===== src/hw/rtl/pcsw_pkg.sv =====
`timescale 1ns / 1ps

package pcsw_pkg;

    localparam int MAX_POINTS = 131072;
    localparam int XY_SLICES  = 1600;
    localparam int Z_SLICES   = 350;
    localparam int NHEADS     = 2 * XY_SLICES + Z_SLICES;

    localparam int PTR_W   = $clog2(MAX_POINTS);
    localparam int CNT_W   = PTR_W + 1;
    localparam int HEAD_AW = $clog2(NHEADS);
    localparam int HEAD_W  = PTR_W + 1;
    localparam int LINK_W  = PTR_W + 1;
    localparam int COORD_W = 24;
    localparam int REFL_W  = 32;
    localparam int CFG_W   = 13;
    localparam int SL_W    = 11;
    localparam int SLN_W   = 13;
    localparam int CEN_W   = 22;
    localparam int PRD_W   = CNT_W + 1 + CEN_W;
    localparam int SUM_W   = COORD_W + CNT_W;
    localparam int MOV_W   = COORD_W + 2;

    // floor(c / 1000) via biased reciprocal multiply, exact for 25-bit operands
    localparam int                 Q_W    = 16;
    localparam int                 U_W    = COORD_W + 1;
    localparam int                 DIV_SH = 36;
    localparam int                 BIAS_Q = 8389;
    localparam logic [U_W-1:0]     BIAS   = U_W'(BIAS_Q * 1000);
    localparam logic [26:0]        RECIP  = 27'd68719477;

    localparam logic signed [COORD_W-1:0] C_MAX = {1'b0, {(COORD_W-1){1'b1}}};
    localparam logic signed [COORD_W-1:0] C_MIN = {1'b1, {(COORD_W-1){1'b0}}};

    typedef enum logic [1:0] {
        OP_LOAD  = 2'd0,
        OP_MARK  = 2'd1,
        OP_READ  = 2'd2,
        OP_CLEAR = 2'd3
    } op_t;

    typedef enum logic [1:0] {
        STS_OK    = 2'd0,
        STS_FULL  = 2'd1,
        STS_RANGE = 2'd2,
        STS_INDEX = 2'd3
    } status_t;

    typedef enum logic [1:0] {
        AX_X    = 2'd0,
        AX_Y    = 2'd1,
        AX_Z    = 2'd2,
        AX_NONE = 2'd3
    } axis_t;

    typedef enum logic [1:0] {
        REG_BIG_SHIFT    = 2'd0,
        REG_SMALL_SHIFT  = 2'd1,
        REG_NEAR_BAND    = 2'd2,
        REG_CENTRE_NUDGE = 2'd3
    } cfg_idx_t;

    typedef enum logic [3:0] {
        ST_CLR,
        ST_IDLE,
        ST_LD_MUL,
        ST_LD_HEAD,
        ST_LD_LINK,
        ST_MK_HEAD,
        ST_MK_FIRST,
        ST_S1_RD,
        ST_S1_ACC,
        ST_CMP_MUL,
        ST_CMP,
        ST_S2_RD,
        ST_S2_WR,
        ST_RD_ADDR,
        ST_RD_DATA,
        ST_DONE
    } state_t;

    typedef struct packed {
        logic [CFG_W-1:0] big_shift;
        logic [CFG_W-1:0] small_shift;
        logic [CFG_W-1:0] near_band;
        logic [CFG_W-1:0] centre_nudge;
    } cfg_t;

    typedef struct packed {
        logic capture;
        logic clr_step;
        logic ld_mul;
        logic ld_head;
        logic ld_link;
        logic mk_head;
        logic mk_first;
        logic s1_acc;
        logic cmp_mul;
        logic cmp;
        logic s2_wr;
        logic rd_addr;
        logic rd_data;
        logic out_load;
    } cmd_t;

    typedef struct packed {
        logic full;
        logic mark_bad;
        logic rd_bad;
        logic clr_last;
        logic last_axis;
        logic head_valid;
        logic s1_last;
        logic act;
        logic s2_last;
    } sts_t;

    function automatic logic [SLN_W-1:0] axis_slices(input logic [1:0] a);
        return (a == AX_Z) ? SLN_W'(Z_SLICES) : SLN_W'(XY_SLICES);
    endfunction

    function automatic logic [SLN_W-1:0] axis_half(input logic [1:0] a);
        return (a == AX_Z) ? SLN_W'(Z_SLICES / 2) : SLN_W'(XY_SLICES / 2);
    endfunction

    function automatic logic [HEAD_AW-1:0] axis_base(input logic [1:0] a);
        logic [HEAD_AW-1:0] b;
        unique case (a)
            AX_X:    b = '0;
            AX_Y:    b = HEAD_AW'(XY_SLICES);
            default: b = HEAD_AW'(2 * XY_SLICES);
        endcase
        return b;
    endfunction

endpackage


===== src/hw/rtl/pcsw_ctrl.sv =====
`timescale 1ns / 1ps

module pcsw_ctrl
    import pcsw_pkg::*;
(
    input  logic       clk,
    input  logic       rst_n,
    input  logic       in_valid,
    input  logic [1:0] opcode,
    input  logic       out_ready,
    input  sts_t       sts,
    output cmd_t       cmd,
    output logic       in_ready,
    output logic       out_valid
);

    state_t state_reg, state_next;
    logic   clr_res_reg, clr_res_next;
    logic   out_valid_reg, out_valid_next;
    logic   accept;

    assign accept = in_valid && (state_reg == ST_IDLE);

    always_ff @(posedge clk or negedge rst_n)
    begin
        if (!rst_n)
        begin
            state_reg     <= ST_CLR;
            clr_res_reg   <= 1'b0;
            out_valid_reg <= 1'b0;
        end
        else
        begin
            state_reg     <= state_next;
            clr_res_reg   <= clr_res_next;
            out_valid_reg <= out_valid_next;
        end
    end

    always_comb
    begin
        state_next   = state_reg;
        clr_res_next = clr_res_reg;
        unique case (state_reg)
            ST_CLR:
            begin
                if (sts.clr_last)
                    state_next = clr_res_reg ? ST_DONE : ST_IDLE;
            end
            ST_IDLE:
            begin
                if (in_valid)
                begin
                    unique case (opcode)
                        OP_LOAD:  state_next = sts.full ? ST_DONE : ST_LD_MUL;
                        OP_MARK:  state_next = sts.mark_bad ? ST_DONE : ST_MK_HEAD;
                        OP_READ:  state_next = sts.rd_bad ? ST_DONE : ST_RD_ADDR;
                        default:
                        begin
                            state_next   = ST_CLR;
                            clr_res_next = 1'b1;
                        end
                    endcase
                end
            end
            ST_LD_MUL:   state_next = ST_LD_HEAD;
            ST_LD_HEAD:  state_next = ST_LD_LINK;
            ST_LD_LINK:  state_next = sts.last_axis ? ST_DONE : ST_LD_MUL;
            ST_MK_HEAD:  state_next = ST_MK_FIRST;
            ST_MK_FIRST: state_next = sts.head_valid ? ST_S1_RD : ST_DONE;
            ST_S1_RD:    state_next = ST_S1_ACC;
            ST_S1_ACC:   state_next = sts.s1_last ? ST_CMP_MUL : ST_S1_RD;
            ST_CMP_MUL:  state_next = ST_CMP;
            ST_CMP:      state_next = sts.act ? ST_S2_RD : ST_DONE;
            ST_S2_RD:    state_next = ST_S2_WR;
            ST_S2_WR:    state_next = sts.s2_last ? ST_DONE : ST_S2_RD;
            ST_RD_ADDR:  state_next = ST_RD_DATA;
            ST_RD_DATA:  state_next = ST_DONE;
            ST_DONE:
            begin
                if (!out_valid_reg || out_ready)
                begin
                    state_next   = ST_IDLE;
                    clr_res_next = 1'b0;
                end
            end
            default:     state_next = ST_IDLE;
        endcase
    end

    always_comb
    begin
        cmd          = '0;
        cmd.capture  = accept;
        cmd.clr_step = (state_reg == ST_CLR);
        cmd.ld_mul   = (state_reg == ST_LD_MUL);
        cmd.ld_head  = (state_reg == ST_LD_HEAD);
        cmd.ld_link  = (state_reg == ST_LD_LINK);
        cmd.mk_head  = (state_reg == ST_MK_HEAD);
        cmd.mk_first = (state_reg == ST_MK_FIRST);
        cmd.s1_acc   = (state_reg == ST_S1_ACC);
        cmd.cmp_mul  = (state_reg == ST_CMP_MUL);
        cmd.cmp      = (state_reg == ST_CMP);
        cmd.s2_wr    = (state_reg == ST_S2_WR);
        cmd.rd_addr  = (state_reg == ST_RD_ADDR);
        cmd.rd_data  = (state_reg == ST_RD_DATA);
        cmd.out_load = (state_reg == ST_DONE) && (!out_valid_reg || out_ready);
        in_ready     = (state_reg == ST_IDLE);
        out_valid    = out_valid_reg;
        if (cmd.out_load)
            out_valid_next = 1'b1;
        else if (out_ready)
            out_valid_next = 1'b0;
        else
            out_valid_next = out_valid_reg;
    end

endmodule


===== config.mk =====
export PLATFORM = sky130hd
export DESIGN_NAME = pcsw_ctrl
export DESIGN_NICKNAME = d
export VERILOG_FILES = /design/src/hw/rtl/pcsw_pkg.sv /design/src/hw/rtl/pcsw_ctrl.sv
export SDC_FILE = /design/constraint.sdc
export NUM_CORES = 1
export LEC_CHECK = 0
export ABC_AREA = 1
export ABC_CLOCK_PERIOD_IN_PS = 1200
export BUFFER_PORTS_ARGS = -buffer_cell sky130_fd_sc_hd__clkbuf_2
export CORE_MARGIN = 8
export CORE_UTILIZATION = 41
export CTS_BUF_LIST = sky130_fd_sc_hd__clkbuf_16
export CTS_CLUSTER_DIAMETER = 40
export DETAILED_ROUTE_END_ITERATION = 7
export PLACE_DENSITY = 0.74
export SYNTH_ARGS = -nofsm -noshare
export SYNTH_HDL_FRONTEND = slang
export SYNTH_SLANG_ARGS = --single-unit

===== constraint.sdc =====
create_clock -name clk -period 1.2 [get_ports clk]
set_input_delay 0.24 -clock clk [delete_from_list [all_inputs] [get_ports clk]]
set_output_delay 0.24 -clock clk [all_outputs]
set_load 0.05 [all_outputs]

==> results of run 1 <==
[final cells by class]
class	instances	area, um^2
timing repair buffer	54	604
multi-input combinational	84	576
sequential	6	156
inverter	31	156
clock buffer	3	75.1
fill	34	58.8
tap	17	21.3
clock inverter	1	3.75
[power by group through the flow]
stage / combinational [W] / clock, W / sequential, W
after floorplan: 0.00151 / 0 / 0.000527
after global placement: 0.00256 / 0 / 0.000468
after detailed placement: 0.00260 / 0 / 0.000476
after CTS: 0.00301 / 0.000580 / 0.000513
after global routing: 0.00371 / 0.000591 / 0.000559
final: 0.00355 / 0.000601 / 0.000545
[worst max path at each step]
stage,start,end,slack (ns)
after floorplan,state_reg[2],cmd[8],-0.13
after global placement,state_reg[2],cmd[8],-0.22
after detailed placement,state_reg[2],cmd[8],-0.29
after CTS,state_reg[1],in_ready,-0.36
after global routing,state_reg[1],state_reg[2],-0.55
final,state_reg[1],state_reg[2],-0.52
[per-layer routing]
| metal | vias to the layer above | track usage, % | part of all wire (%) |
|---|---|---|---|
| met5 | - | 0 | 0 |
| met4 | 0 | 10.4 | 7.0 |
| met3 | 27 | 5.76 | 9.0 |
| met2 | 82 | 30.2 | 49 |
| met1 | 495 | 18.5 | 35 |
| li1 | 475 | - | - |
[cells by family after synthesis]
family	synth area share, %
AO/OA/AOI/OAI	5.09
adder cells (fa/ha/maj)	7.27
buffers and inverters	19.1
flip-flops	21.8
AND/OR/NAND/NOR	46.7
[cell usage in the layout (no fill, tap or decap), types with 4 or more instances in the layout]
cell type and n:
buf_12 16, buf_4 13, buf_6 9, clkbuf_2 15, clkinvlp_4 6, dfrtp_2 5
ha_1 4, inv_1 17, inv_4 5, nand2_1 22, nand2_2 7, nand3_1 8
nand3b_1 4, nor2_1 9, nor2_4 13
[through the flow]
stage	total power [W]	cells
2_1_floorplan	0.00204	123
3_3_place_gp	0.00302	181
3_5_place_dp	0.00307	181
4_1_cts	0.00410	193
5_1_grt	0.00486	196
6_report	0.00470	196
[what timing repair did]
item                                   in CTS  in global routing
hold buffers                                1                  0
setup endpoints to repair                  20                 20
endpoints found under the hold margin       6                  0
pin swaps                                  17                 12
gates resized for setup                    31                 18
buffers inserted                            7                  3
==> flow_metrics.py, run 1 <==
metrics = {
    "timing": {
        "drv_slew": 0,
        "timing.final.ws_setup_ns": -0.515,
        "setup_viol_count_final": 20,
        "relSlewSlack_pct": 75.3,
        "finalHoldViolations": 0,
        "hold_slack_ns": 0.234,
        "skew_ns": 0.00648,
        "setup_tns_ns": -7.09,
        "rsz0062_at_grt": "true",
        "min_period_ns": 1.72,
        "fmax_mhz": 583,
        "period_share_pct": 143,
        "tightest_slew_ns": 0.370,
    },
    "floorplan": {
        "coreArea_um2": 1650,
        "ios": 31,
        "start_util_pct": 41.7,
        "fp.dieArea_um2": 3250,
        "dieHeight_um": 57.0,
        "num_rows": 15,
        "die-width_um": 57.0,
    },
    "finish": {
        "largest_reg_flops": 4,
        "syn_to_final_growth_pct": 131,
        "drive_above_1_share_pct": 59.8,
        "diodes": 0,
        "nNetsFinal": 199,
        "final_cell_area_um2": 1590,
        "fin_util_pct": 96.4,
    },
    "yosys": {
        "synth_area_leaders": "dfrtp_1 22%, nand2_1 17%, inv_1 17%, nor2_1 13%, ha_1 7.3%",
        "async_flop_share_pct": 100,
        "synth.most_common_cell": "nand2_1",
        "postSynthAreaPerCell_um2": 5.59,
        "synth_commonest_cells": "32 x nand2_1, 31 x inv_1, 23 x nor2_1",
        "yosysTopAreaCellShare_pct": 21.8,
        "synth_edf_count": 0,
        "ys_seq_area_share_pct": 21.8,
        "syn_nets": 142,
        "yosysWarnings": 0,
        "synth_cells": 123,
        "synthFlopType": "dfrtp_1",
        "synth_top_cell_by_area": "dfrtp_1",
        "synthesis.area_um2": 688,
        "ys_ff_latch": 6,
        "yosysUniqueCellTypes": 15,
    },
    "detailed_routing": {
        "drt-total-wl_um": 3960,
        "final_antenna_net_count": 0,
        "vias_per_cell": 5.51,
        "route.detailed.drc": 0,
        "wl_per_cell_um": 20.2,
        "first_pass_iters": 4,
        "drt_iter0_markers": 53,
        "via_count": 1079,
    },
    "critical_path": {
        "end_kind": "flip-flop",
        "worstSetupStartpointType": "flip-flop",
        "required_ns": 1.33,
        "worstPathMaxFanout": 6,
        "crit_arrival_ns": 1.85,
        "cp_cell_sequence": "nor2_4 -> buf_4 -> nand2_1 -> nand2_1 -> nand2_1 -> nor2_1 -> nand3_1 -> nand2_1 -> inv_1",
        "slowest_delay_ns": 0.49,
        "cpMostUsedCell": "nand2_1",
        "r2r-end": "state_reg[2]",
        "reg2reg_from": "state_reg[1]",
        "crit_buf_inv": 2,
        "cp_slowest_cell": "dfrtp_2",
        "crit_cells": 9,
        "r2r_slack_ns": -0.52,
        "critical_path_class": "reg2reg",
        "r2r_cells": 9,
        "crit_family": "simple AND/OR/NAND/NOR gates",
    },
    "hold_path": {
        "hold_path_depth": 2,
        "min-delay-start": "out_ready",
        "hp-class": "in2reg",
        "min_to": "out_valid",
    },
    "clock_network": {
        "htree_levels": 1,
        "ctsRootBufferMaster": "clkbuf_16",
        "clk_latency_ns": 0.25,
        "cts_buffers": 3,
        "tritoncts": "built",
        "cts_buffer_depth": 2,
        "clock-sinks": 6,
        "path_clk_slew_ns": 0.04,
    },
    "global_route": {
        "grt.overflow.total": 0,
        "grt_usage_pct": 17.8,
        "grt_pass1_wl_um": 4630,
        "grt_max_degree": 7,
        "grt_pass1_vias": 1037,
        "antenna_found_initial": 0,
    },
    "pwr": {
        "clkPwrFrac_pct": 12.8,
        "irDropWorstVdd_v": 0.00201,
        "p_int_w": 0.00226,
        "switching_share_pct": 51.9,
        "power_density_nw_per_um2": 2950,
        "leakage_nw": 0.800,
        "seqPwrFrac_pct": 11.6,
        "p_comb_share_pct": 75.6,
        "p_switching_w": 0.00244,
    },
    "outcome": {
        "outcome": "finished with violations",
        "violations": "setup timing",
    },
    "job": {
        "maxCapViolCount": 0,
    },
    "placement": {
        "hpwl_um": 1760,
        "io_buffer_count": 30,
        "gp_congestion": 0.873,
        "placed_area_um2": 1260,
        "dp_slack_ns": -0.288,
    },
}
Note: power is estimated with default switching activity, not from simulation.
==> inputs of run 2 (changes only) <==
Settings changed: TNS_END_PERCENT from default to 1.
==> run 2 against run 1 <==
Effect of this change: the run still ends with setup timing left; global-route usage is 1.5 points higher; die area stayed put; setup slack better by 0.10 ns; clock skew is 0.0015 ns higher; critical path depth is 3 lower; final area is 3.3% lower; first-iteration DRC count is 15% higher; via count is 5.7% higher; total power is 2.7% lower; non-clock buffer count is 3 higher; critical path type is now reg2out; critical endpoint is now cmd[4].
==> flow_metrics.py, run 2 (synthesized netlist as in run 1, its figures left out) <==
metrics = {
    "outcome": {
        "outcome": "finished with violations",
        "violations": "setup timing",
    },
    "placement": {
        "gp_congestion": 0.862,
        "dp_slack_ns": -0.199,
        "dp_cells": 190,
        "io_buffer_count": 30,
        "hpwl_um": 1900,
    },
    "timing": {
        "hold_slack_ns": 0.241,
        "timing.final.ws_setup_ns": -0.413,
        "skew_ns": 0.00800,
        "fmax_mhz": 620,
        "finalHoldViolations": 0,
        "drv_slew": 0,
        "setup_viol_count_final": 19,
        "relSlewSlack_pct": 77.3,
        "period_share_pct": 134,
        "min_period_ns": 1.61,
        "tightest_slew_ns": 0.337,
        "rsz0062_at_grt": "true",
    },
    "critical_path": {
        "worstPathMaxFanout": 5,
        "critical_path_class": "reg2out",
        "crit_arrival_ns": 1.37,
        "worstSetupStartpointType": "flip-flop",
        "end_kind": "output pin",
        "required_ns": 0.96,
    },
    "clock_network": {
        "clock-sinks": 6,
        "clk_latency_ns": 0.24,
        "cts_buffer_depth": 2,
        "htree_levels": 1,
        "tritoncts": "built",
        "ctsRootBufferMaster": "clkbuf_16",
        "path_clk_slew_ns": 0.04,
        "cts_buffers": 3,
    },
    "finish": {
        "instances_no_fill": 199,
        "final_cell_mix": "21 x nand2_1, 20 x buf_4, 19 x inv_1",
        "syn_to_final_growth_pct": 124,
        "nNetsFinal": 202,
        "largest_reg_flops": 4,
        "drive_above_1_share_pct": 57.1,
        "final_common_cell": "nand2_1",
        "diodes": 0,
    },
    "floorplan": {
        "ios": 31,
        "start_util_pct": 41.7,
        "die-width_um": 57.0,
        "fp.dieArea_um2": 3250,
        "coreArea_um2": 1650,
        "num_rows": 15,
        "dieHeight_um": 57.0,
    },
    "pwr": {
        "leakage_nw": 0.847,
        "power_density_nw_per_um2": 2970,
        "irDropWorstVdd_v": 0.00218,
    },
    "detailed_routing": {
        "final_antenna_net_count": 0,
        "drt-total-wl_um": 3920,
        "wl_per_cell_um": 19.7,
        "route.detailed.drc": 0,
        "via_count": 1141,
        "first_pass_iters": 5,
        "vias_per_cell": 5.73,
        "drt_iter0_markers": 61,
    },
    "global_route": {
        "top_usage_layer": "met2",
        "met3_usage_pct": 6.87,
        "antenna_found_initial": 0,
        "grt_util_met2_pct": 33.2,
        "grt_pass1_wl_um": 5130,
        "grt_pass1_vias": 1124,
        "grt_max_degree": 7,
        "grt_usage_pct": 19.3,
        "grt.overflow.total": 0,
        "use_met1_pct": 19.1,
    },
    "hold_path": {
        "hp-class": "in2reg",
    },
    "job": {
        "maxCapViolCount": 0,
    },
}
-- run 2: cell count changes in the layout (fill, tap and decap cells not counted), sizes merged --
| cell | previous run | this run |
|---|---|---|
| buf | 38 | 41 |
| clkinvlp | 6 | 2 |
| inv | 26 | 30 |
-- run 2: worst max-delay path, cell delays in order (launching register included) --
cell	delay, ns
dfrtp_2	0.43
inv_1	0.08
nor2_1	0.14
buf_4	0.16
inv_1	0.06
nor2_4	0.12
buf_12	0.14
-- run 2: what timing repair did --
action                                  CTS  global route
pin swaps                                 9            12
hold buffers                              1             0
hold endpoints to repair                  6             0
buffers inserted                          3             1
endpoints found under the setup margin   20            20
resized for setup                        31            20
-- run 2: where the power goes --
group          leakage [nW]  switching [W]  total, W  internal (W)
Clock                0.0423       0.000148  0.000583      0.000436
Sequential           0.0697       0.000227  0.000554      0.000327
Combinational         0.735        0.00199   0.00343       0.00145
-- run 2: per-stage QoR --
stage / util (%) / setup TNS, ns / total power, W / instance area (um^2)
after global routing: 93.3 / -6.91 / 0.00473 / 1540
after CTS: 89.1 / -5.33 / 0.00411 / 1470
after floorplan: - / -1.87 / 0.00194 / 756
after detailed placement: 77.7 / -2.37 / 0.00316 / 1280
after global placement: 77.7 / -1.54 / 0.00309 / 1280
final: 93.3 / -6.54 / 0.00457 / 1540
-- run 2: path summary, 6_finish.rpt --
kind | start | to | slack [ns] | cells past startpoint
setup / recovery | state_reg[3] | cmd[4] | -0.41 | 6
hold / removal | out_ready | out_valid | 0.24 | 2
setup reg to reg | state_reg[3] | state_reg[3] | -0.38 | 7
hold reg to reg | clr_res_reg | clr_res_reg | 0.57 | 2
max in group asynchronous | rst_n | state_reg[2] | 0.59 | 2
min in group asynchronous | rst_n | state_reg[1] | 0.40 | 2
-- run 2: cell type report --
| cell class | count | area (um^2) |
|---|---|---|
| flip-flops and latches | 6 | 155 |
| well taps | 17 | 21.3 |
| clock inverters | 1 | 3.75 |
| multi-input cells | 84 | 553 |
| repair buffers | 57 | 598 |
| inverters | 31 | 134 |
| fillers | 59 | 111 |
| clock buffers | 3 | 75.1 |
-- run 2: layer usage --
| metal | up-vias | part of all wire, % |
|---|---|---|
| li1 | 479 | - |
| met1 | 513 | 32 |
| met2 | 114 | 48 |
| met3 | 35 | 12 |
| met4 | 0 | 7.5 |
| met5 | - | 0 |
